[src/rtl/core/ugns_ram.sv]
// Generic single-port-write, single-port-read RAM with registered read data.
module ugns_ram #(
   parameter int WIDTH = 8,
   parameter int DEPTH = 16
) (
   input  logic                     clock,
   input  logic                     wr_en,
   input  logic [$clog2(DEPTH)-1:0] wr_addr,
   input  logic [WIDTH-1:0]         wr_data,
   input  logic                     rd_en,
   input  logic [$clog2(DEPTH)-1:0] rd_addr,
   output logic [WIDTH-1:0]         rd_data
);

   logic [WIDTH-1:0] mem_ff [DEPTH];
   logic [WIDTH-1:0] rd_data_ff;

   always_ff @(posedge clock) begin
      if (wr_en) begin
         mem_ff[wr_addr] <= wr_data;
      end
      if (rd_en) begin
         rd_data_ff <= mem_ff[rd_addr];
      end
   end

   assign rd_data = rd_data_ff;

endmodule

[config.mk]
export PLATFORM = sky130hd
export DESIGN_NAME = ugns_ram
export DESIGN_NICKNAME = d
export VERILOG_FILES = /design/src/rtl/core/ugns_ram.sv
export SDC_FILE = /design/constraint.sdc
export NUM_CORES = 1
export LEC_CHECK = 0
export BUFFER_PORTS_ARGS = -buffer_cell sky130_fd_sc_hd__buf_2
export CAP_MARGIN = 10
export CORE_ASPECT_RATIO = 1.4
export CORE_MARGIN = 4
export CORE_UTILIZATION = 45
export CTS_CLUSTER_SIZE = 28
export DETAILED_ROUTE_END_ITERATION = 6
export GPL_TIMING_DRIVEN = 0
export PLACE_DENSITY = 0.68
export SLEW_MARGIN = 25
export SYNTH_ARGS = -nofsm -noshare
export SYNTH_HDL_FRONTEND = slang
export SYNTH_SLANG_ARGS = --single-unit
[constraint.sdc]
create_clock -name clock -period 3.63 [get_ports clock]
set_clock_uncertainty 0.1 [all_clocks]
set_input_delay 0 -clock clock [delete_from_list [all_inputs] [get_ports clock]]
set_output_delay 0 -clock clock [all_outputs]
set_load 0.1 [all_outputs]
==> summary.md, run 1 <==
The run finished with clean final reports. In this run the worst path has a maximum fanout of 7. The endpoint identified for the worst register-to-register timing path is rd_data[2]. Fraction of layout cells with a size suffix above 1: 27.6%.

The startpoint class of the critical path is an input port. The initial cell density of the core came out at 46.1%. edfxtp_1 takes more of the synthesized area than any other cell. Layout overhead on the synthesized area: 19.8%. The full die area was 0.0134 sq mm; the remaining antenna violation count was 0. Entering global routing, the biggest net connects 17 pins.

Setup slack on the worst flop-to-flop path: 1.97 ns. The launch point of the worst path was wr_addr[1]. The path class of the tightest hold or removal check is input port to flip-flop. The cell sitting at the root of the clock tree is a clkbuf_16. After technology mapping, the gate count stands at 229.

The portion of total power attributed to combinational logic is 6.2%. For the worst setup path, the data arrival time is 1.97 ns. The overall via count from detail_route is 2504.

For the proportion of power drawn by the clock network, the log shows 45.9%. 27 I/O pins were placed. The critical path is of the input port to flip-flop type.

Gates resized during post-CTS repair numbered 0. The synthesized design contains 136 enable-type register cells. In this run the vertical extent of the chip is 136 microns. Across the run, the number of max-cap violations was 0. Setup repair after global routing left no endpoint under its margin.

The sequential area share after synthesis is 78.1%, and the final number of hold-violating endpoints is 0. The logs give 248 for the synthesized net count and 2970 uW for the cell-internal power. The startpoint identified for the worst register-to-register timing path is mem_ff[1][2]. The async set-or-reset flop fraction in the synthesized netlist was 0%.

The logs give 0 for the number of antenna violations at the first check in global routing and 136 for the clock sink count. For the data required time of the worst path, the log shows 3.64 ns. Timing would allow up to 0.510 GHz. During synthesis, Yosys emitted a total of 0 warnings. OpenSTA, run right after detailed placement, puts the worst setup slack at 1.85 ns.

The tools report the register share of total power as 47.9%. Dividing total power by cell area gives a power density of 593 mW/mm^2. After layout, the worst path uses 54.0% of the clock period. The number of cell instances on the worst register-to-register path is 3. In this run the number of H-tree levels came out at 4. After synthesis the netlist holds a flip-flop and latch count of 136. The routed wirelength normalized by instance count is 22.8 microns, and the cell depth of the worst hold path is 3. After the first detailed-routing iteration, the DRC count stood at 250.

The run gives 2532 as the via count of the first global-routing pass. Final setup violation count: 0. In the final timing run, aggregate negative setup slack is 0 ns.

Count of input and output buffers: 25. For this run, the leading register cell type out of synthesis is edfxtp_1. After detailed routing, the number of vias per cell comes to 5.68. At the end of routability-driven placement, the weighted congestion stood at 0.731. A synthesized cell averages 22.8 sq um. The utilization after layout was 55.2%; the tightest hold margin was 0.0730 ns. The analysis attributes to net switching a power of 744 uW. In the global route stage, overall resource usage came out at 16.3%. The clock tree buffer depth is 2, and the leakage power figure is 0.00210 uW. The floorplan die width works out to 99.1 microns. After floorplanning, the core was sized to cover 0.0113 sq mm.

The placed instance count was 398. In this run the worst setup path terminates at mem_ff[4][2]. For the unique cell type count in the Yosys netlist, the log shows 18. Row generation in the floorplan step produced 46 rows.

After clock tree synthesis, the clock-pin slew on the worst setup and hold paths is 0.05 ns. The slew at the pin closest to its max-slew limit came out at 0.802 ns. The share of total power consumed by net switching was 20.0%. The logs give 15200 microns for the wire length of the first global-routing pass and 5 for the length of the first detailed-routing pass in iterations.

Once layout is complete, the cells apart from fillers number 441. The time the final worst path needs with I/O delays and setup came out at 1.96 ns. The relative slew slack came out at 46.4%. By instance count, the leading cell after synthesis is edfxtp_1. The share of the synthesized area in the top cell type was 78.1%. At the later pin of the worst-skew pair, clock insertion delay measures 0.42 ns. Summed over all layers, the routed wires come to 10100 microns. Clock tree synthesis inserted a total of 17 buffers. Element type at the critical path end: a flip-flop.

Sorting the synthesized cells by area gives the leading types as edfxtp_1, mux4_2, mux4_1. TritonCTS built the clock tree. The number of antenna cells inserted was 0; the netlist area before placement was 0.00523 sq mm. VDD sags by at most 0.000363 V. After legalization and detailed placement, the total HPWL measured 6320 microns. For the total global routing overflow, the log shows 0. Final number of max-transition violations: 0. The tools report the final net count as 304. Across all setup checks in the final design, the least slack found is 1.67 ns. The commonest cells after synthesis are edfxtp_1, mux4_2, a22oi_1. Remaining design rule violation count: 0.
## sequential cells by signal, summed over array words and instances (netlist names)
| signal | flops |
|---|---|
| mem_ff | 128 |
| rd_data | 8 |
## cells in the final DEF, fill, tap and decap left out
cell,n
a22oi_1,16
and2_1,1
and2b_1,1
buf_2,28
buf_4,1
buf_6,3
bufinv_16,4
clkbuf_1,1
clkbuf_16,17
clkdlybuf4s25_2,3
clkinv_1,6
clkinv_2,2
clkinvlp_4,1
dlygate4sd3_1,12
edfxtp_1,136
mux4_1,14
mux4_2,18
nand2_1,9
nand2b_1,2
nand3_1,1
nand3b_1,2
nor2_1,13
nor2b_1,1
nor3_2,4
or3b_2,1
## power groups by stage
stage	clock network [uW]	logic [uW]	registers (uW)
3_3_place_gp	0	218	1810
3_5_place_dp	0	222	1810
5_1_grt	1810	243	1780
4_1_cts	1720	233	1780
2_1_floorplan	0	89.3	1860
6_report	1710	230	1780
## cells by family (layout without fill, tap and decap cells)
| logic type | count (synthesis) | after routing | share of synthesized area [%] |
|---|---|---|---|
| simple gates | 35 | 35 | 3.14 |
| flops | 136 | 136 | 78.1 |
| buf+inv | 10 | 78 | 1.65 |
| mux | 32 | 32 | 14.8 |
| compound gates | 16 | 16 | 2.30 |
## per-layer routing
layer  part of all wire [%]  global-route usage (%)  vias up
met5                      0                       0        -
met4                    2.9                    7.74        0
met3                    4.9                    5.20       14
met2                     53                    27.5       93
met1                     39                    18.9     1305
li1                       -                       -     1092
## cell type report
| cell class | instances | area, sq um |
|---|---|---|
| timing repair buffer | 37 | 245 |
| multi-input combinational | 83 | 1080 |
| clock inverter | 13 | 160 |
| clock buffer | 18 | 429 |
| tap | 144 | 180 |
| buffer | 10 | 86.3 |
| sequential | 136 | 4080 |
| fill | 827 | 5080 |
## worst max-delay path: stages
cell           delay (ns)
dlygate4sd3_1        0.52
buf_2                0.18
nor3_2               0.53
dlygate4sd3_1        0.74
## repair_timing
| item | 4_1_cts | 5_1_grt |
|---|---|---|
| buffers inserted | 0 | 0 |
| hold buffers | 12 | 0 |
| endpoints found under the hold margin | 148 | 0 |
## worst min-delay path by stage
stage                           from      endpoint  slack [ns]
after detailed placement       rd_en    rd_data[3]        0.24
after global placement         rd_en    rd_data[5]        0.23
after floorplan           wr_data[0]  mem_ff[0][0]      -0.001
after global routing      wr_addr[3]  mem_ff[0][7]        0.10
after CTS                 wr_addr[3]  mem_ff[0][7]        0.07
final                     wr_addr[2]  mem_ff[0][7]        0.07
## metrics by stage
stage | area, sq um | total power, uW
after floorplan | 5230 | 1950
after global placement | 5530 | 2020
after detailed placement | 5550 | 2030
after CTS | 6260 | 3740
after global routing | 6260 | 3830
final | 6260 | 3720
Note: power is estimated with default switching activity, not from simulation.
==> run 2, diff against run 1 <==
--- a/config.mk
+++ b/config.mk
@@ -5,6 +5,7 @@
 export SDC_FILE = /design/constraint.sdc
 export NUM_CORES = 1
 export LEC_CHECK = 0
+export ABC_AREA = 1
 export BUFFER_PORTS_ARGS = -buffer_cell sky130_fd_sc_hd__buf_2
 export CAP_MARGIN = 10
 export CORE_ASPECT_RATIO = 1.4
@@ -13,7 +14,7 @@
 export CTS_CLUSTER_SIZE = 28
 export DETAILED_ROUTE_END_ITERATION = 6
 export GPL_TIMING_DRIVEN = 0
-export PLACE_DENSITY = 0.68
+export PLACE_DENSITY = 0.67
 export SLEW_MARGIN = 25
 export SYNTH_ARGS = -nofsm -noshare
 export SYNTH_HDL_FRONTEND = slang
==> constraint.sdc (replaced) <==
create_clock -name clock -period 1.9 [get_ports clock]
set_clock_uncertainty 0.1 [all_clocks]
set_input_delay 0 -clock clock [delete_from_list [all_inputs] [get_ports clock]]
set_output_delay 0 -clock clock [all_outputs]
set_load 0.1 [all_outputs]
==> run 2 against run 1 <==
  * Clock power grew 71%
  * Die area up 11%
  * Synthesized cell count rose by 140%
  * Final cell count increased by 74%
  * Synthesized area rose by 12%
  * Combinational power is 140% higher
  * Cell area is 8.2% higher
  * Power grew 85%
  * First-iteration DRC count rose by 73%
  * Via count rose by 59%
  * Count of clock-buffer cells in the layout up 3
  * Critical endpoint is now rd_data[1]
==> summary.md, run 2 <==
The flow ran to the end, and the final reports show no timing, DRC or antenna violations. The detailed route wirelength on metal3 is 894 microns (was 498 microns). The layout overhead on the synthesized area was 15.9% (was 19.8%).

The count of buffering cells on the critical path with inverters included was 3 (unchanged). The number of flops mapped to enable cells by yosys is 136 (unchanged), and the netlist area before placement is 0.00585 sq mm (was 0.00523 sq mm). The logs give 0.357 ns (was 1.85 ns) for the pre-CTS worst setup slack and 42.6% (was 45.9%) for the proportion of power drawn by the clock network. The run gives 49.4% (was 47.9%) as the register share of total power.

The post-route fraction of the period consumed by the critical path was 67.4%; the highest achievable clock rate was 0.780 GHz. The tools report the cell-internal power as 5290 uW (was 2970 uW). The tools report the switching power of the nets as 1590 uW (was 744 uW). The flop and latch count out of synthesis was 136 (unchanged); the number of antenna cells inserted was 0 (unchanged). The tools report the leakage power figure as 0.00293 uW (was 0.00210 uW). The logs give 0 (unchanged) for the total global routing overflow and 551 (was 229) for the number of instances in the synthesized netlist. The routed wirelength normalized by instance count is 18.4 microns (was 22.8 microns). The final number of hold-violating endpoints was 0 (unchanged); the overall via count from detail_route was 3989 (was 2504). The post-route cell area came out at 0.00678 sq mm (was 0.00626 sq mm). The synthesized net count is 570 (was 248), and the time the final worst path needs with I/O delays and setup is 1.28 ns.

The average vias per placed instance was 5.19 (was 5.68). The master of the slowest instance on the critical path was dlygate4sd3_1 (unchanged). The number of flip-flops under the largest register name was 128 (unchanged); the number of antenna violations at the first check in global routing was 0 (unchanged). The buffer count from post-CTS setup fixing came out at 0 (unchanged).

The worst-path maximum fanout came out at 9 (was 7). The dominant synthesized flop cell was edfxtp_1 (unchanged). The estimated wirelength of the detail-placed design is 9620 microns (was 6320 microns), and the detailed-route wire length is 14200 microns (was 10100 microns).

The initial cell density of the core is 45.6% (was 46.1%), and the insertion delay to the later sink of the worst-skew pair is 0.42 ns (about the same). The tools report the number of buffers inserted during clock tree synthesis as 17 (unchanged). The tools report the length of the first detailed-routing pass in iterations as 5 (unchanged). The highest metal layer used by the detailed router is met4 (unchanged).

The floorplan die width is 104 microns (was 99.1 microns), and the async set-or-reset flop fraction in the synthesized netlist is 0% (unchanged). The critical path arrival was 1.34 ns (was 1.97 ns); the final number of max-transition violations was 0 (unchanged). The slew at the pin closest to its max-slew limit works out to 0.844 ns (was 0.802 ns).

Most frequent cells after synthesis: nand2_1, edfxtp_1, inv_1 (was edfxtp_1, mux4_2, a22oi_1). The initial DRC count is 433 (was 250), and the maximum ir drop on the vdd rail is 0.000601 V (was 0.000363 V). TritonCTS built the clock tree. The number of filler instances in the final layout was 1082 (was 827). The class of the most critical hold timing path is input port to flip-flop (unchanged). The share of total power consumed by net switching was 23.1% (was 20.0%); the combined flip-flop and latch cell area was 0.00408 sq mm (unchanged).

The tools report the number of top-level pins as 27 (unchanged). The via count of the first global-routing pass is 3935 (was 2532). The element type at the critical path end is a flip-flop (unchanged). Full die area: 0.0149 sq mm (was 0.0134 sq mm).

The cell with the most instances after synthesis was nand2_1 (was edfxtp_1). Post-detailed-placement cell area: 0.00615 sq mm (was 0.00555 sq mm). The routability congestion estimate from global placement was 1.03 (was 0.731). Wire length the detailed router placed on met1: 5320 microns (was 3960 microns).

The count of input and output buffers was 23 (was 25); the worst setup margin was 0.618 ns (was 1.67 ns). The tools report the startpoint class of the critical path as an input port (unchanged). Total power of the final layout: 6880 uW (was 3720 uW). Dominant cells by area after synthesis: edfxtp_1, nand2_1, nand3_1 (was edfxtp_1, mux4_2, mux4_1). The register with the highest flop count was mem_ff (unchanged). The clock-pin slew of the registers on the worst-case setup and hold paths is 0.05 ns (about the same). The largest area contributor in the netlist was edfxtp_1 (unchanged). The fraction of layout cells with a size suffix above 1 is 12.2% (was 27.6%). The clock sink count was 136 (unchanged). The tools report the CTS H-tree depth as 4 (unchanged). The total of warnings raised by yosys was 0 (unchanged).

The remaining design rule violation count came out at 0 (unchanged). The utilization after layout is 52.9% (was 55.2%), and the data required time of the worst path is 1.96 ns (was 3.64 ns). The tools report the final setup violation count as 0 (unchanged). The family with the most delay on the worst path is buffers and inverters (unchanged). The share of the synthesized area in the top cell type came out at 69.8% (was 78.1%). The run gives 20.0% (was 16.3%) as the overall track demand over capacity in global routing. The logs give 0 (unchanged) for the max-cap check violation count and 17 (unchanged) for the maximum number of pins on one net before global-route repair.

The wire length of the first global-routing pass came out at 21700 microns (was 15200 microns). The portion of total power attributed to combinational logic was 8.0% (was 6.2%). The sequential area share after synthesis is 69.8% (was 78.1%), and the relative slew slack is 43.5% (was 46.4%).

Critical path start-end classification: input port to flip-flop (unchanged). The power per cell area was 1020 mW/mm^2 (was 593 mW/mm^2). Worst path cell trace: dlygate4sd3_1, buf_1, inv_1, nand3_1, nand2_1 (was dlygate4sd3_1, buf_2, nor3_2, dlygate4sd3_1). The logs give 0.0128 sq mm (was 0.0113 sq mm) for the placeable core region and 0.00121 sq mm (was 0.00108 sq mm) for the area taken by multi-input logic gates.

The root buffer cell was clkbuf_16 (unchanged). The stage delay of the slowest cell on the critical path was 0.54 ns (was 0.74 ns); the unique cell type count in the Yosys netlist was 11 (was 18). The clock tree buffer depth is 2 (unchanged), and the final total negative setup slack is 0 ns (unchanged). The mean post-synth cell area came out at 10.6 sq um (was 22.8 sq um). The final net count is 622 (was 304), and the height of the chip is 143 microns (was 136 microns). Most frequent cells in the layout: nand2_1, edfxtp_1, inv_1 (was edfxtp_1, buf_2, mux4_2). The number of standard-cell rows in the floorplan was 49 (was 46).

Setup repair after global routing left no endpoint under its margin. The remaining antenna violation count was 0 (unchanged); the met2 wire length was 7360 microns (was 5320 microns). Leading cell type in the layout, fill and taps excluded: nand2_1 (was edfxtp_1).
-- run 2: power groups by stage --
| stage | registers (uW) | clock network [uW] | logic, uW |
|---|---|---|---|
| global route | 3400 | 3100 | 597 |
| CTS | 3400 | 2940 | 550 |
| floorplan | 3560 | 0 | 237 |
| detailed placement | 3460 | 0 | 532 |
| global placement | 3460 | 0 | 523 |
| finish | 3400 | 2930 | 554 |
-- run 2: timing repair --
action | in CTS | in global routing
setup endpoints to repair | 0 | 0
endpoints found under the hold margin | 137 | 0
gates resized for setup | 0 | 0
hold buffers | 10 | 0
-- run 2: path summary, 6_finish.rpt --
kind / start / to / slack (ns) / cells past startpoint
hold / removal: rd_addr[2] / rd_data[4] / 0.07 / 4
setup / recovery: rd_addr[3] / rd_data[1] / 0.62 / 5
hold reg to reg: mem_ff[10][6] / rd_data[6] / 0.67 / 6
setup reg to reg: mem_ff[6][3] / rd_data[3] / 0.64 / 6
-- run 2: per-stage QoR --
step                      instances  hold slack, ns
after floorplan                 551        -0.00113
after global placement          727           0.228
after detailed placement        727           0.249
after CTS                       769          0.0525
after global routing            769          0.0745
final                           769          0.0693
-- run 2: metal layers --
metal	up-vias	global-route usage (%)
met1	1904	22.5
met3	38	4.52
met5	-	0
li1	1885	-
met4	0	11.7
met2	162	34.9
-- run 2: area by class of cell --
class | instances | share of cell area [%]
plain buffers | 24 | 2.46
clock buffers | 21 | 6.50
clock inverters | 11 | 1.22
inverters | 102 | 5.65
multi-input cells | 289 | 17.9
flip-flops and latches | 136 | 60.3
well taps | 153 | 2.82
repair buffers | 33 | 3.18
-- run 2: worst register-to-register path: cells and delay by family (launching register included) --
kind / cells / cell delay [ns]
simple gates: 5 / 0.50
flops: 1 / 0.36
buf+inv: 1 / 0.06
-- run 2: logic make-up (layout without fill, tap and decap cells) --
family | count (synthesis) | in the layout | share of synthesized area (%)
DFF | 136 | 136 | 69.8
buffers and inverters | 126 | 191 | 9.39
and+or+nand+nor | 289 | 289 | 20.8
