==> src/rtl/core/ugns_pkg.sv <==
// Shared types, constants and helper functions of the uniform-grid neighbor search.
package ugns_pkg;

   localparam int MAX_AGENTS = 64;
   localparam int ID_W       = $clog2(MAX_AGENTS);
   localparam int SLOT_W     = $clog2(MAX_AGENTS + 1);
   localparam int CNT_W      = $clog2(MAX_AGENTS + 1);
   localparam int MAX_GRID   = 16;
   localparam int GRID_W     = 5;
   localparam int COORD_W    = 16;
   localparam int CELL_W     = 8;
   localparam int RECIP_W    = 17;
   localparam int PROD_W     = CELL_W + RECIP_W;
   localparam int NCELL_W    = 9;

   localparam logic [1:0] KIND_ADD   = 2'd0;
   localparam logic [1:0] KIND_MOVE  = 2'd1;
   localparam logic [1:0] KIND_QUERY = 2'd2;

   localparam int CSR_ADDR_W = 2;
   localparam int CSR_DATA_W = 16;
   localparam logic [CSR_ADDR_W-1:0] CSR_GRID_ROWS   = 2'd0;
   localparam logic [CSR_ADDR_W-1:0] CSR_GRID_COLS   = 2'd1;
   localparam logic [CSR_ADDR_W-1:0] CSR_CELL_WIDTH  = 2'd2;
   localparam logic [CSR_ADDR_W-1:0] CSR_CELL_HEIGHT = 2'd3;

   localparam logic [GRID_W-1:0]  RST_GRID_ROWS   = 5'd10;
   localparam logic [GRID_W-1:0]  RST_GRID_COLS   = 5'd10;
   localparam logic [COORD_W-1:0] RST_CELL_WIDTH  = 16'd6400;
   localparam logic [COORD_W-1:0] RST_CELL_HEIGHT = 16'd6400;

   // grid geometry as the cell logic sees it (rows/cols already clamped)
   typedef struct packed {
      logic [GRID_W-1:0]  rows;
      logic [GRID_W-1:0]  cols;
      logic [COORD_W-1:0] cell_w;
      logic [COORD_W-1:0] cell_h;
   } grid_cfg_type;

   typedef struct packed {
      logic [CELL_W-1:0]  grid_cell;
      logic [COORD_W-1:0] y;
      logic [COORD_W-1:0] x;
   } slot_type;

   localparam int SLOT_DATA_W = $bits(slot_type);

   function automatic logic [GRID_W-1:0] clamp_grid(input logic [GRID_W-1:0] v);
      logic [GRID_W-1:0] r;
      r = v;
      if (v == '0) r = GRID_W'(1);
      else if (v > GRID_W'(MAX_GRID)) r = GRID_W'(MAX_GRID);
      return r;
   endfunction

   // ceil(2^16 / cols); (c * recip) >> 16 equals c / cols for any 8-bit c
   function automatic logic [RECIP_W-1:0] recip(input logic [GRID_W-1:0] cols);
      logic [RECIP_W-1:0] r;
      case (cols)
         5'd1:    r = 17'd65536;
         5'd2:    r = 17'd32768;
         5'd3:    r = 17'd21846;
         5'd4:    r = 17'd16384;
         5'd5:    r = 17'd13108;
         5'd6:    r = 17'd10923;
         5'd7:    r = 17'd9363;
         5'd8:    r = 17'd8192;
         5'd9:    r = 17'd7282;
         5'd10:   r = 17'd6554;
         5'd11:   r = 17'd5958;
         5'd12:   r = 17'd5462;
         5'd13:   r = 17'd5042;
         5'd14:   r = 17'd4682;
         5'd15:   r = 17'd4370;
         5'd16:   r = 17'd4096;
         default: r = 17'd65536;
      endcase
      return r;
   endfunction

endpackage

==> src/rtl/core/ugns_div.sv <==
// Restoring divider, one quotient bit per cycle.
module ugns_div
   import ugns_pkg::*;
(
   input  logic               clock,
   input  logic               reset,
   input  logic               start,
   input  logic [COORD_W-1:0] dividend,
   input  logic [COORD_W-1:0] divisor,
   output logic               done,
   output logic [COORD_W-1:0] quotient
);

   localparam int STEP_W = $clog2(COORD_W);

   logic               busy_ff, busy_in;
   logic               done_ff, done_in;
   logic [STEP_W-1:0]  cnt_ff, cnt_in;
   logic [COORD_W-1:0] quo_ff, quo_in;
   logic [COORD_W-1:0] rem_ff, rem_in;
   logic [COORD_W-1:0] div_ff, div_in;
   logic [COORD_W:0]   rem_sh;
   logic               ge;

   always_comb begin
      rem_sh  = {rem_ff, quo_ff[COORD_W-1]};
      ge      = rem_sh >= {1'b0, div_ff};
      busy_in = busy_ff;
      done_in = 1'b0;
      cnt_in  = cnt_ff;
      quo_in  = quo_ff;
      rem_in  = rem_ff;
      div_in  = div_ff;
      if (start) begin
         busy_in = 1'b1;
         cnt_in  = '0;
         quo_in  = dividend;
         rem_in  = '0;
         div_in  = divisor;
      end else if (busy_ff) begin
         quo_in = {quo_ff[COORD_W-2:0], ge};
         rem_in = ge ? COORD_W'(rem_sh - {1'b0, div_ff}) : rem_sh[COORD_W-1:0];
         cnt_in = cnt_ff + STEP_W'(1);
         if (cnt_ff == STEP_W'(COORD_W - 1)) begin
            busy_in = 1'b0;
            done_in = 1'b1;
         end
      end
   end

   always_ff @(posedge clock) begin
      if (reset) begin
         busy_ff <= 1'b0;
         done_ff <= 1'b0;
         cnt_ff  <= '0;
      end else begin
         busy_ff <= busy_in;
         done_ff <= done_in;
         cnt_ff  <= cnt_in;
      end
      quo_ff <= quo_in;
      rem_ff <= rem_in;
      div_ff <= div_in;
   end

   assign done     = done_ff;
   assign quotient = quo_ff;

endmodule

==> src/rtl/core/ugns_cell.sv <==
// Grid cell index of a point: two coordinate dividers and the row/col combine.
module ugns_cell
   import ugns_pkg::*;
(
   input  logic               clock,
   input  logic               reset,
   input  logic               start,
   input  logic [COORD_W-1:0] pos_x,
   input  logic [COORD_W-1:0] pos_y,
   input  grid_cfg_type       cfg,
   output logic               done,
   output logic [CELL_W-1:0]  cell_num
);

   localparam int IDX_W = COORD_W + GRID_W + 1;

   logic [COORD_W-1:0] num_x, num_y, den_x, den_y;
   logic               done_x, done_y;
   logic [COORD_W-1:0] col_q, row_q;
   logic [IDX_W-1:0]   idx;
   logic [NCELL_W-1:0] ncells;
   logic [CELL_W-1:0]  top;
   logic               done_ff;
   logic [CELL_W-1:0]  cell_ff, cell_in;

   // whole cell sizes strictly exceeded: (c-1)/size, zero at c=0; size 0 acts as 1
   assign num_x = (pos_x == '0) ? '0 : pos_x - COORD_W'(1);
   assign num_y = (pos_y == '0) ? '0 : pos_y - COORD_W'(1);
   assign den_x = (cfg.cell_w == '0) ? COORD_W'(1) : cfg.cell_w;
   assign den_y = (cfg.cell_h == '0) ? COORD_W'(1) : cfg.cell_h;

   ugns_div u_div_x (
      .clock    (clock),
      .reset    (reset),
      .start    (start),
      .dividend (num_x),
      .divisor  (den_x),
      .done     (done_x),
      .quotient (col_q)
   );

   ugns_div u_div_y (
      .clock    (clock),
      .reset    (reset),
      .start    (start),
      .dividend (num_y),
      .divisor  (den_y),
      .done     (done_y),
      .quotient (row_q)
   );

   always_comb begin
      idx    = IDX_W'(row_q) * IDX_W'(cfg.cols) + IDX_W'(col_q);
      ncells = NCELL_W'(cfg.rows) * NCELL_W'(cfg.cols);
      top    = CELL_W'(ncells - NCELL_W'(1));
      cell_in = (idx > IDX_W'(top)) ? top : idx[CELL_W-1:0];
   end

   always_ff @(posedge clock) begin
      if (reset) begin
         done_ff <= 1'b0;
      end else begin
         done_ff <= done_x & done_y;
      end
      cell_ff <= cell_in;
   end

   assign done     = done_ff;
   assign cell_num = cell_ff;

endmodule
==> config.mk <==
export PLATFORM = sky130hd
export DESIGN_NAME = ugns_cell
export DESIGN_NICKNAME = d
export VERILOG_FILES = /design/src/rtl/core/ugns_pkg.sv /design/src/rtl/core/ugns_div.sv /design/src/rtl/core/ugns_cell.sv
export SDC_FILE = /design/constraint.sdc
export NUM_CORES = 1
export LEC_CHECK = 0
export BUFFER_PORTS_ARGS = -buffer_cell sky130_fd_sc_hd__buf_4
export CORE_MARGIN = 4
export CORE_UTILIZATION = 40
export CTS_CLUSTER_SIZE = 10
export DETAILED_ROUTE_END_ITERATION = 16
export PLACE_DENSITY = 0.59
export SLEW_MARGIN = 0
export SYNTH_ARGS = -nofsm -noshare
export SYNTH_HDL_FRONTEND = slang
export SYNTH_SLANG_ARGS = --single-unit
==> constraint.sdc <==
create_clock -name clock -period 9.45 [get_ports clock]
set_input_delay 1.89 -clock clock [delete_from_list [all_inputs] [get_ports clock]]
set_output_delay 1.89 -clock clock [all_outputs]
set_load 0.03 [all_outputs]
==> flow_summary.json, run 1 <==
{
  "layout-drive-gt1-share_pct": 11.5,
  "crit_required_ns": 9.75,
  "crit_end": "cell_num[1]$_DFF_P_",
  "vdd_ir_drop_max_uv": 192,
  "areaGrowthSynthToFinish_pct": 13.6,
  "clock-sinks": 117,
  "cts-root-buf": "clkbuf_16",
  "max-slew-margin-rel_pct": 29.3,
  "cap_violations": 0,
  "clk_path_buf_depth": 2,
  "worstMarginPinSlew_ns": 1.06,
  "hpwl_um": 18400,
  "synth_edf_count": 64,
  "setup_ws_ns": 2.74,
  "synth_cells": 1185,
  "cts.htree.levels": 4,
  "synth_top_area_share_pct": 18.1,
  "routed_wl_um": 23400,
  "syn_area_um2": 10600,
  "clkLatencyLatePin_ns": 0.42,
  "syn_nets": 1422,
  "synthFlopType": "edfxtp_1",
  "worstPathMaxFanout": 21,
  "async_flop_share_pct": 0,
  "p_switching_w": 0.00107,
  "synth.avg_cell_area_um2": 8.96,
  "cts_tree": "yes",
  "synthSimpleGateAreaFrac_pct": 16.7,
  "reg2reg_slack_ns": 4.06,
  "crit_type": "in2reg",
  "cellLeakagePower_nw": 5.62,
  "fin_crit_sh_pct": 71.0,
  "grt-ovfl-total": 0,
  "ys_ff_latch": 117,
  "min_period_ns": 6.71,
  "timing.rr.end": "cell_num[1]$_DFF_P_",
  "muxShareOfSynthArea_pct": 4.09,
  "rr_startpoint": "u_div_y.quotient[1]$_DFFE_PP_",
  "cts.clk_slew.worst_paths_ns": 0.05,
  "utilization_pct": 46.3,
  "yosys_warnings": 0,
  "vias": 8015,
  "postCtsResizedCells": 0,
  "seqPwrFrac_pct": 23.7,
  "reg2regPathDepth": 20,
  "slew_viol_final": 0,
  "tns_ns": 0,
  "post_cts_buffers": 0,
  "end_kind": "flip-flop",
  "rsz0062_at_grt": "no",
  "via_per_inst": 5.09,
  "synth_compound_area_share_pct": 12.8,
  "pwr-share-comb_pct": 51.2,
  "intPower_w": 0.00161,
  "synthTopCellsByArea": "edfxtp_1, fa_1, ha_1",
  "initial_utilization_pct": 40.7,
  "grt_pass1_wl_um": 39300,
  "io_buffers": 85,
  "post_drt_wl_per_cell_um": 14.9,
  "synth_top_family_by_area": "adder cells",
  "dpl_worst_slack_ns": 2.30,
  "crit_start": "cfg[34]",
  "grt_max_degree": 95,
  "nets": 1464,
  "first_pass_iters": 5,
  "ant_nets": 0,
  "synth-seq-area-share_pct": 28.1,
  "switching_share_pct": 40.0,
  "crit_chain": "buf_4 -> and2_1 -> fa_1 -> inv_1 -> fa_1 -> fa_1 -> inv_1 -> ha_1 -> a21oi_1 -> xnor2_1 -> inv_1 -> ha_1 -> and4_1 -> a221oi_1 -> o21ai_0 -> a221oi_1 -> o2111ai_1 -> nor4_4 -> nand4_4 -> mux2_4",
  "dieArea_um2": 29200,
  "yosysUniqueCellTypes": 64,
  "io-pin-count": 86,
  "track_usage_pct": 16.5,
  "power.density_nw_per_um2": 222,
  "status": "finished, final reports clean",
  "startpoint_type": "primary input",
  "die_y_um": 171,
  "antenna_found_initial": 0,
  "worstPathArrival_ns": 7.00,
  "yosysTopAreaCell": "edfxtp_1",
  "row_count": 59,
  "hold_path_class": "reg2reg",
  "clkPwrFrac_pct": 25.1,
  "ctsHoldBuffers": 0,
  "synthXorXnorAreaFrac_pct": 5.36,
  "setup_viol": 0,
  "drc": 0,
  "design.core.area_um2": 26100,
  "fmax_mhz": 149,
  "synth_fa_ha_area_share_pct": 24.0,
  "cpPeakStageDelay_ns": 0.54,
  "gp_congestion": 0.817,
  "finClkSkew_ns": 0.0166,
  "cp_slowest_cell": "fa_1",
  "die_x_um": 171,
  "grt_pass1_vias": 8138,
  "drtIter0Drc": 276,
  "diodes": 0,
  "cts_buffers": 17,
  "hold_viol_final": 0
}
-- per-stage QoR --
step,cell area (µm²),total power (W),hold slack [ns],cells
after floorplan,10600,0.00171,0.395,1185
after global placement,11500,0.00200,0.444,1543
after detailed placement,11500,0.00202,0.446,1543
after CTS,12100,0.00270,0.460,1574
after global routing,12100,0.00292,0.476,1574
final,12100,0.00268,0.460,1574
-- power groups by stage --
stage	Combinational (W)	Clock (W)	Sequential (W)
5_1_grt	0.00156	0.000712	0.000642
6_report	0.00137	0.000672	0.000635
3_5_place_dp	0.00137	0	0.000646
4_1_cts	0.00138	0.000688	0.000635
2_1_floorplan	0.00105	0	0.000658
3_3_place_gp	0.00135	0	0.000646
-- layout make-up --
cell class / count / area (µm²)
Fill cell: 2522 / 14000
Multi-Input combinational cell: 817 / 6690
Sequential cell: 117 / 2980
Inverter: 186 / 698
Timing Repair Buffer: 88 / 661
Clock buffer: 17 / 425
Tap cell: 335 / 419
Clock inverter: 14 / 174
-- layer usage --
layer  up-vias  track usage [%]  part of all wire [%]
li1       4073                -                     -
met3        15             2.84                   3.3
met2       116             28.1                    47
met1      3811             22.4                    48
met5         -                0                     0
met4         0             3.51                  0.79
-- worst max-delay path, delay by kind of cell --
| kind | cells | cell delay (ns) |
|---|---|---|
| xor+xnor | 1 | 0.18 |
| buf+inv | 4 | 0.34 |
| simple gates | 4 | 0.98 |
| mux | 1 | 0.36 |
| fa+ha+maj | 5 | 2.14 |
| compound gates | 5 | 1.09 |
-- how the worst min path moves through the flow --
stage / start / endpoint / depth (start not counted)
after floorplan: u_div_y.done$_SDFF_PP0_ / done$_SDFF_PP0_ / 2
after global placement: u_div_x.done$_SDFF_PP0_ / done$_SDFF_PP0_ / 2
after detailed placement: u_div_y.done$_SDFF_PP0_ / done$_SDFF_PP0_ / 2
after CTS: u_div_x.done$_SDFF_PP0_ / done$_SDFF_PP0_ / 2
after global routing: u_div_x.done$_SDFF_PP0_ / done$_SDFF_PP0_ / 2
final: u_div_x.done$_SDFF_PP0_ / done$_SDFF_PP0_ / 2
-- Yosys cell counts (all sizes together) (4+ instances only) --
cell type and instances:
or4 4, nor3b 6, fa 72, o21bai 4
inv 186, o211ai 4, a31oi 6, and2 63
o21a 6, ha 88, o21ai 27, dfxtp 53
o31ai 5, nand3 12, nand2 89, clkbuf 61
mux2 7, mux2i 34, or2 4, nor2 86
buf 4, nand4 10, a211oi 21, o22ai 26
nor4 13, a21o 21, edfxtp 64, nor3 20
a221oi 6, a311oi 7, a21oi 45, xor2 23
xnor2 42, a21boi 4, nor2b 11, nand2b 9
or3 8
-- state kept, by name (all words and copies together) (netlist names) --
register          flops
u_div_y.busy_ff       1
u_div_x.busy_ff       1
u_div_y.cnt_ff        4
u_div_y.done          1
u_div_x.div_ff       16
u_div_y.rem_ff       16
cell_num              8
u_div_x.quotient     16
done                  1
u_div_x.done          1
u_div_y.quotient     16
u_div_x.rem_ff       16
u_div_y.div_ff       16
u_div_x.cnt_ff        4
-- cell usage in the layout, fill, tap and decap left out, drive strengths merged, types with 26 or more instances in the layout --
cell type	netlist	routed
dfxtp	53	53
o22ai	26	26
buf	4	88
nand2	89	89
xnor2	42	42
nor2	86	86
ha	88	88
a21oi	45	45
inv	186	190
mux2i	34	34
and2	63	63
edfxtp	64	64
fa	72	72
o21ai	27	27
-- kinds of logic (layout without fill, tap and decap cells) --
family          count (synthesis)  count (layout)
compound gates                203             203
xor+xnor                       65              65
fa+ha+maj                     160             160
buf+inv                       251             305
flops                         117             117
mux                            41              41
simple gates                  348             348
(Power assumes the default switching activity.)
==> run 2: changes to the inputs <==
--- a/config.mk
+++ b/config.mk
@@ -10,7 +10,7 @@
 export CORE_UTILIZATION = 40
 export CTS_CLUSTER_SIZE = 10
 export DETAILED_ROUTE_END_ITERATION = 16
-export PLACE_DENSITY = 0.59
+export PLACE_DENSITY = 0.61
 export SLEW_MARGIN = 0
 export SYNTH_ARGS = -nofsm -noshare
 export SYNTH_HDL_FRONTEND = slang
==> constraint.sdc (replaced) <==
create_clock -name clock -period 5.5 [get_ports clock]
set_input_delay 1.1 -clock clock [delete_from_list [all_inputs] [get_ports clock]]
set_output_delay 1.1 -clock clock [all_outputs]
set_load 0.03 [all_outputs]
==> run 2 against run 1 <==
Global-route usage up 0.32 points. Power increased by 100%. Die area did not move. Critical path type unchanged. Largest cell class unchanged. Highest routed layer unchanged.
==> flow_summary.json, run 2 (synthesis gave the netlist of run 1 again) <==
{
  "layout-drive-gt1-share_pct": 19.4,
  "vdd_ir_drop_max_uv": 367,
  "ctsHoldBuffers": 0,
  "setup_ws_ns": 0.221,
  "io-pin-count": 86,
  "nets": 1531,
  "crit_type": "in2reg",
  "die_x_um": 171,
  "clock-sinks": 117,
  "hold_path_class": "reg2reg",
  "areaGrowthSynthToFinish_pct": 21.4,
  "grt_pass1_vias": 8405,
  "vias": 8267,
  "dpl_cell_area_um2": 12100,
  "post_drt_wl_per_cell_um": 14.8,
  "final_common_cell": "inv_1",
  "dieArea_um2": 29200,
  "initial_utilization_pct": 40.7,
  "row_count": 59,
  "grt_max_degree": 59,
  "ant_nets": 0,
  "mostFrequentLayoutCells": "inv_1, buf_4, nor2_1",
  "cts-root-buf": "clkbuf_16",
  "setup_viol": 0,
  "clkLatencyLatePin_ns": 0.42,
  "cpPeakStageDelay_ns": 0.54,
  "worstMarginPinSlew_ns": 1.16,
  "cp_slowest_cell": "fa_1",
  "clk_path_buf_depth": 2,
  "drtIter0Drc": 337,
  "hpwl_um": 18900,
  "final_area_um2": 12900,
  "power.density_nw_per_um2": 423,
  "slew_viol_final": 0,
  "grt_pass1_wl_um": 40300,
  "hold_viol_final": 0,
  "dpl_worst_slack_ns": -0.287,
  "cts_buffers": 17,
  "crit_chain": "buf_4 -> buf_12 -> and2_1 -> fa_1 -> fa_1 -> inv_1 -> fa_1 -> inv_1 -> ha_1 -> buf_4 -> a31o_2 -> or3_1 -> a221oi_2 -> o2111ai_2 -> nor4_4 -> nand4_4 -> mux2_4",
  "reg2regPathDepth": 20,
  "crit_top_cell": "fa_1",
  "reg2reg_slack_ns": 0.52,
  "cellLeakagePower_nw": 6.01,
  "status": "finished, final reports clean",
  "design.core.area_um2": 26100,
  "io_buffers": 85,
  "fin_crit_sh_pct": 96.0,
  "crit_required_ns": 5.80,
  "grt-ovfl-total": 0,
  "finClkSkew_ns": 0.0114,
  "cap_violations": 0,
  "worstPathArrival_ns": 5.58,
  "max-slew-margin-rel_pct": 21.9,
  "fmax_mhz": 189,
  "cts.htree.levels": 4,
  "cts_tree": "yes",
  "min_period_ns": 5.28,
  "startpoint_type": "primary input",
  "hold-path-cell-count": 2,
  "end_kind": "flip-flop",
  "drc": 0,
  "first_pass_iters": 6,
  "routed_wl_um": 24300,
  "worstPathMaxFanout": 11,
  "via_per_inst": 5.03,
  "gp_congestion": 0.840,
  "track_usage_pct": 16.9,
  "die_y_um": 171,
  "antenna_found_initial": 0,
  "cts.clk_slew.worst_paths_ns": 0.06,
  "diodes": 0
}
[run 2: changes by cell type in the layout (fill, tap and decap cells not counted), moves of 6 or more]
cell     change
xnor2_2      +6
ha_1        -12
buf_4       +59
xnor2_1      -6
nand2_1      -8
ha_4        +11
nand2_2      +7
[run 2: worst paths after layout]
check	start	to
max	cfg[36]	cell_num[5]$_DFF_P_
min	u_div_x.done$_SDFF_PP0_	done$_SDFF_PP0_
max reg2reg	u_div_y.quotient[3]$_DFFE_PP_	cell_num[5]$_DFF_P_
min reg2reg	u_div_x.done$_SDFF_PP0_	done$_SDFF_PP0_
[run 2: power breakdown]
group / switching, W / leakage, nW / internal (W)
combinational: 0.00163 / 4.66 / 0.00166
clock: 0.000441 / 0.269 / 0.000625
sequential: 0.0000628 / 1.08 / 0.00103
total: 0.00213 / 6.01 / 0.00331
[run 2: what timing repair did]
item	in CTS	in global routing
resized for setup	0	44
buffers inserted	0	6
endpoints found under the setup margin	0	8
[run 2: worst max-delay path: cells and delay by family]
kind | cells | cell delay, ns
buffers and inverters | 5 | 0.55
muxes | 1 | 0.34
and+or+nand+nor | 4 | 0.98
AOI/OAI and AO/OA | 3 | 0.73
adders and majority gates | 4 | 1.87
[run 2: area by class of cell]
type | count | area [µm²]
clock inverters | 14 | 125
multi-input cells | 817 | 6990
clock buffers | 18 | 429
fillers | 2429 | 13200
inverters | 186 | 698
repair buffers | 155 | 1240
flip-flops and latches | 117 | 2980
well taps | 335 | 419
[run 2: through the flow]
stage | instances | hold WS, ns | util, % | TNS [ns] | power [W]
finish | 1642 | 0.464 | 49.5 | 0 | 0.00545
global route | 1642 | 0.480 | 49.5 | -0.000575 | 0.00591
CTS | 1636 | 0.467 | 48.4 | 0 | 0.00515
detailed placement | 1604 | 0.442 | 46.3 | -2.21 | 0.00405
global placement | 1604 | 0.450 | 46.3 | -1.60 | 0.00401
floorplan | 1185 | 0.395 | - | -0.183 | 0.00312
[run 2: per-layer routing]
| metal | routed length, µm | GRT usage [%] | share of wire (%) | vias up |
|---|---|---|---|---|
| li1 | - | - | - | 4204 |
| met1 | 11500 | 22.5 | 47 | 3924 |
| met2 | 11800 | 29.0 | 49 | 119 |
| met3 | 675 | 2.63 | 2.8 | 20 |
| met4 | 368 | 4.06 | 1.5 | 0 |
| met5 | 0 | 0 | 0 | - |
==> run 3: changes to the inputs <==
--- a/config.mk
+++ b/config.mk
@@ -5,12 +5,12 @@
 export SDC_FILE = /design/constraint.sdc
 export NUM_CORES = 1
 export LEC_CHECK = 0
-export BUFFER_PORTS_ARGS = -buffer_cell sky130_fd_sc_hd__buf_4
 export CORE_MARGIN = 4
 export CORE_UTILIZATION = 40
 export CTS_CLUSTER_SIZE = 10
 export DETAILED_ROUTE_END_ITERATION = 16
-export PLACE_DENSITY = 0.61
+export DONT_BUFFER_PORTS = 1
+export PLACE_DENSITY = 0.58
 export SLEW_MARGIN = 0
 export SYNTH_ARGS = -nofsm -noshare
 export SYNTH_HDL_FRONTEND = slang
==> run 3 against run 2 <==
Global-route usage up 0.083 points. Critical path depth up 4. Die area unchanged. Wire length down 3.3%. Worst setup slack better by 0.14 ns. Final cell count down 7.6%. Power down 7.6%. Register-to-register slack about the same. Critical endpoint is now cell_num[6]$_DFF_P_. Largest power group unchanged.
==> flow_summary.json, run 3 (synthesis gave the netlist of run 1 again) <==
{
  "routed_wl_um": 23500,
  "gp_congestion": 0.849,
  "cts_buffers": 17,
  "vdd_ir_drop_max_uv": 313,
  "ctsHoldBuffers": 0,
  "drc": 0,
  "fin_cells": 1518,
  "pwr-share-comb_pct": 52.7,
  "slew_viol_final": 0,
  "worstPathMaxFanout": 21,
  "vias": 7796,
  "min_period_ns": 5.14,
  "rsz0062_at_grt": "no",
  "fmax_mhz": 195,
  "hold_viol_final": 0,
  "setup_viol": 0,
  "ant_nets": 0,
  "cp_slowest_cell": "fa_1",
  "antenna_found_initial": 0,
  "grt-ovfl-total": 0,
  "reg2reg_slack_ns": 0.52,
  "row_count": 59,
  "nets": 1406,
  "power.density_nw_per_um2": 426,
  "post_cts_buffers": 0,
  "cts.htree.levels": 4,
  "die_x_um": 171,
  "cpPeakStageDelay_ns": 0.54,
  "clkLatencyLatePin_ns": 0.42,
  "crit_chain": "and2_4 -> fa_1 -> fa_1 -> inv_1 -> fa_1 -> inv_1 -> ha_4 -> a21o_1 -> nand2_1 -> nand2_2 -> xnor2_2 -> inv_1 -> ha_1 -> nand2_1 -> nor2_1 -> nand2_1 -> a221oi_2 -> o2111ai_2 -> nor4_4 -> nand4_4 -> mux2_4",
  "crit_type": "in2reg",
  "fill_cells": 2535,
  "p_total_w": 0.00503,
  "cp_top_family": "adder cells",
  "drtIter0Drc": 373,
  "initial_utilization_pct": 40.7,
  "cts.clk_slew.worst_paths_ns": 0.06,
  "clk_path_buf_depth": 2,
  "final_common_cell": "inv_1",
  "max-slew-margin-rel_pct": 27.9,
  "first_pass_iters": 5,
  "die_y_um": 171,
  "worstPathArrival_ns": 5.44,
  "intPower_w": 0.00312,
  "grt_max_degree": 111,
  "design.core.area_um2": 26100,
  "clkPwrFrac_pct": 24.6,
  "finClkSkew_ns": 0.0145,
  "cellLeakagePower_nw": 5.38,
  "switching_share_pct": 37.9,
  "startpoint_type": "primary input",
  "cap_violations": 0,
  "hpwl_um": 18400,
  "grt_pass1_wl_um": 40300,
  "crit_required_ns": 5.80,
  "via_per_inst": 5.14,
  "whs_endpoint": "done$_SDFF_PP0_",
  "timing.rr.end": "cell_num[6]$_DFF_P_",
  "clock-sinks": 117,
  "mostFrequentLayoutCells": "inv_1, nand2_1, nor2_1",
  "dp_cells": 1485,
  "hold-path-cell-count": 2,
  "cts-root-buf": "clkbuf_16",
  "io_buffers": 0,
  "cts_tree": "yes",
  "seqPwrFrac_pct": 22.7,
  "layout-drive-gt1-share_pct": 8.71,
  "critical_path_buf_inv_count": 3,
  "dieArea_um2": 29200,
  "status": "finished, final reports clean",
  "rr_startpoint": "u_div_y.quotient[2]$_DFFE_PP_",
  "postCtsResizedCells": 0,
  "hold_path_class": "reg2reg",
  "worstMarginPinSlew_ns": 1.08,
  "io-pin-count": 86,
  "post_drt_wl_per_cell_um": 15.5,
  "areaGrowthSynthToFinish_pct": 11.3,
  "min_from": "u_div_x.done$_SDFF_PP0_",
  "track_usage_pct": 17.0,
  "grt_pass1_vias": 8152,
  "fin_crit_sh_pct": 93.4,
  "end_kind": "flip-flop",
  "p_switching_w": 0.00191,
  "reg2regPathDepth": 21
}
run 3: cell count changes in the layout (fill, tap and decap cells not counted), sizes merged:
cell	before	now
buf	155	30
bufinv	1	5
inv	191	189
clkinv	6	5
clkinvlp	2	1
diode	0	1
run 3: worst max path at each step:
stage / start / endpoint / slack [ns] / cells after the start
floorplan: cfg[34] / cell_num[1]$_DFF_P_ / -0.05 / 20
global placement: cfg[34] / cell_num[1]$_DFF_P_ / -0.05 / 19
detailed placement: cfg[34] / cell_num[6]$_DFF_P_ / -0.10 / 20
CTS: cfg[34] / cell_num[6]$_DFF_P_ / 0.31 / 21
global route: cfg[34] / cell_num[6]$_DFF_P_ / 0.07 / 21
finish: cfg[34] / cell_num[6]$_DFF_P_ / 0.36 / 21
run 3: metal layers:
layer  routed length (µm)  up-vias  global-route usage [%]
met1                10900     3689                    22.1
met4                  154        0                    3.86
met5                    0        -                       0
li1                     -     3956                       -
met3                 1470       13                    5.01
met2                11000      138                    28.0
run 3: metrics by stage:
stage / util, % / hold slack (ns) / setup slack (ns) / cell area [µm²] / setup TNS [ns]
final: 45.3 / 0.441 / 0.364 / 11800 / 0
after global routing: 45.3 / 0.473 / 0.0658 / 11800 / 0
after detailed placement: 42.8 / 0.424 / -0.104 / 11200 / -0.728
after global placement: 42.8 / 0.441 / -0.0485 / 11200 / -0.277
after floorplan: - / 0.395 / -0.0457 / 10800 / -0.183
after CTS: 45.3 / 0.441 / 0.313 / 11800 / 0
run 3: layout make-up:
| type | instances | area (µm²) | area share, % |
|---|---|---|---|
| Antenna cell | 1 | 2.50 | 0.0212 |
| Tap cell | 335 | 419 | 3.55 |
| Multi-Input combinational cell | 817 | 6830 | 57.8 |
| Clock buffer | 18 | 429 | 3.63 |
| Sequential cell | 117 | 2980 | 25.3 |
| Clock inverter | 14 | 224 | 1.90 |
| Timing Repair Buffer | 30 | 225 | 1.91 |
| Inverter | 186 | 698 | 5.91 |
run 3: worst register-to-register path: stages (launching register included):
cell and delay (ns):
edfxtp_1 0.50, and2_4 0.20, fa_1 0.48, fa_1 0.53, inv_1 0.06, fa_1 0.54, inv_1 0.07, ha_4 0.23
a21o_1 0.16, nand2_1 0.09, nand2_2 0.09, xnor2_2 0.18, inv_1 0.06, ha_1 0.29, nand2_1 0.07, nor2_1 0.11
nand2_1 0.07, a221oi_2 0.25, o2111ai_2 0.18, nor4_4 0.20, nand4_4 0.19, mux2_4 0.33
run 3: power by group through the flow:
stage | logic, W | clock network, W | registers (W)
after detailed placement | 0.00264 | 0 | 0.00116
after global routing | 0.00303 | 0.00131 | 0.00115
after floorplan | 0.00199 | 0 | 0.00113
after CTS | 0.00267 | 0.00126 | 0.00114
after global placement | 0.00262 | 0 | 0.00116
final | 0.00265 | 0.00124 | 0.00114
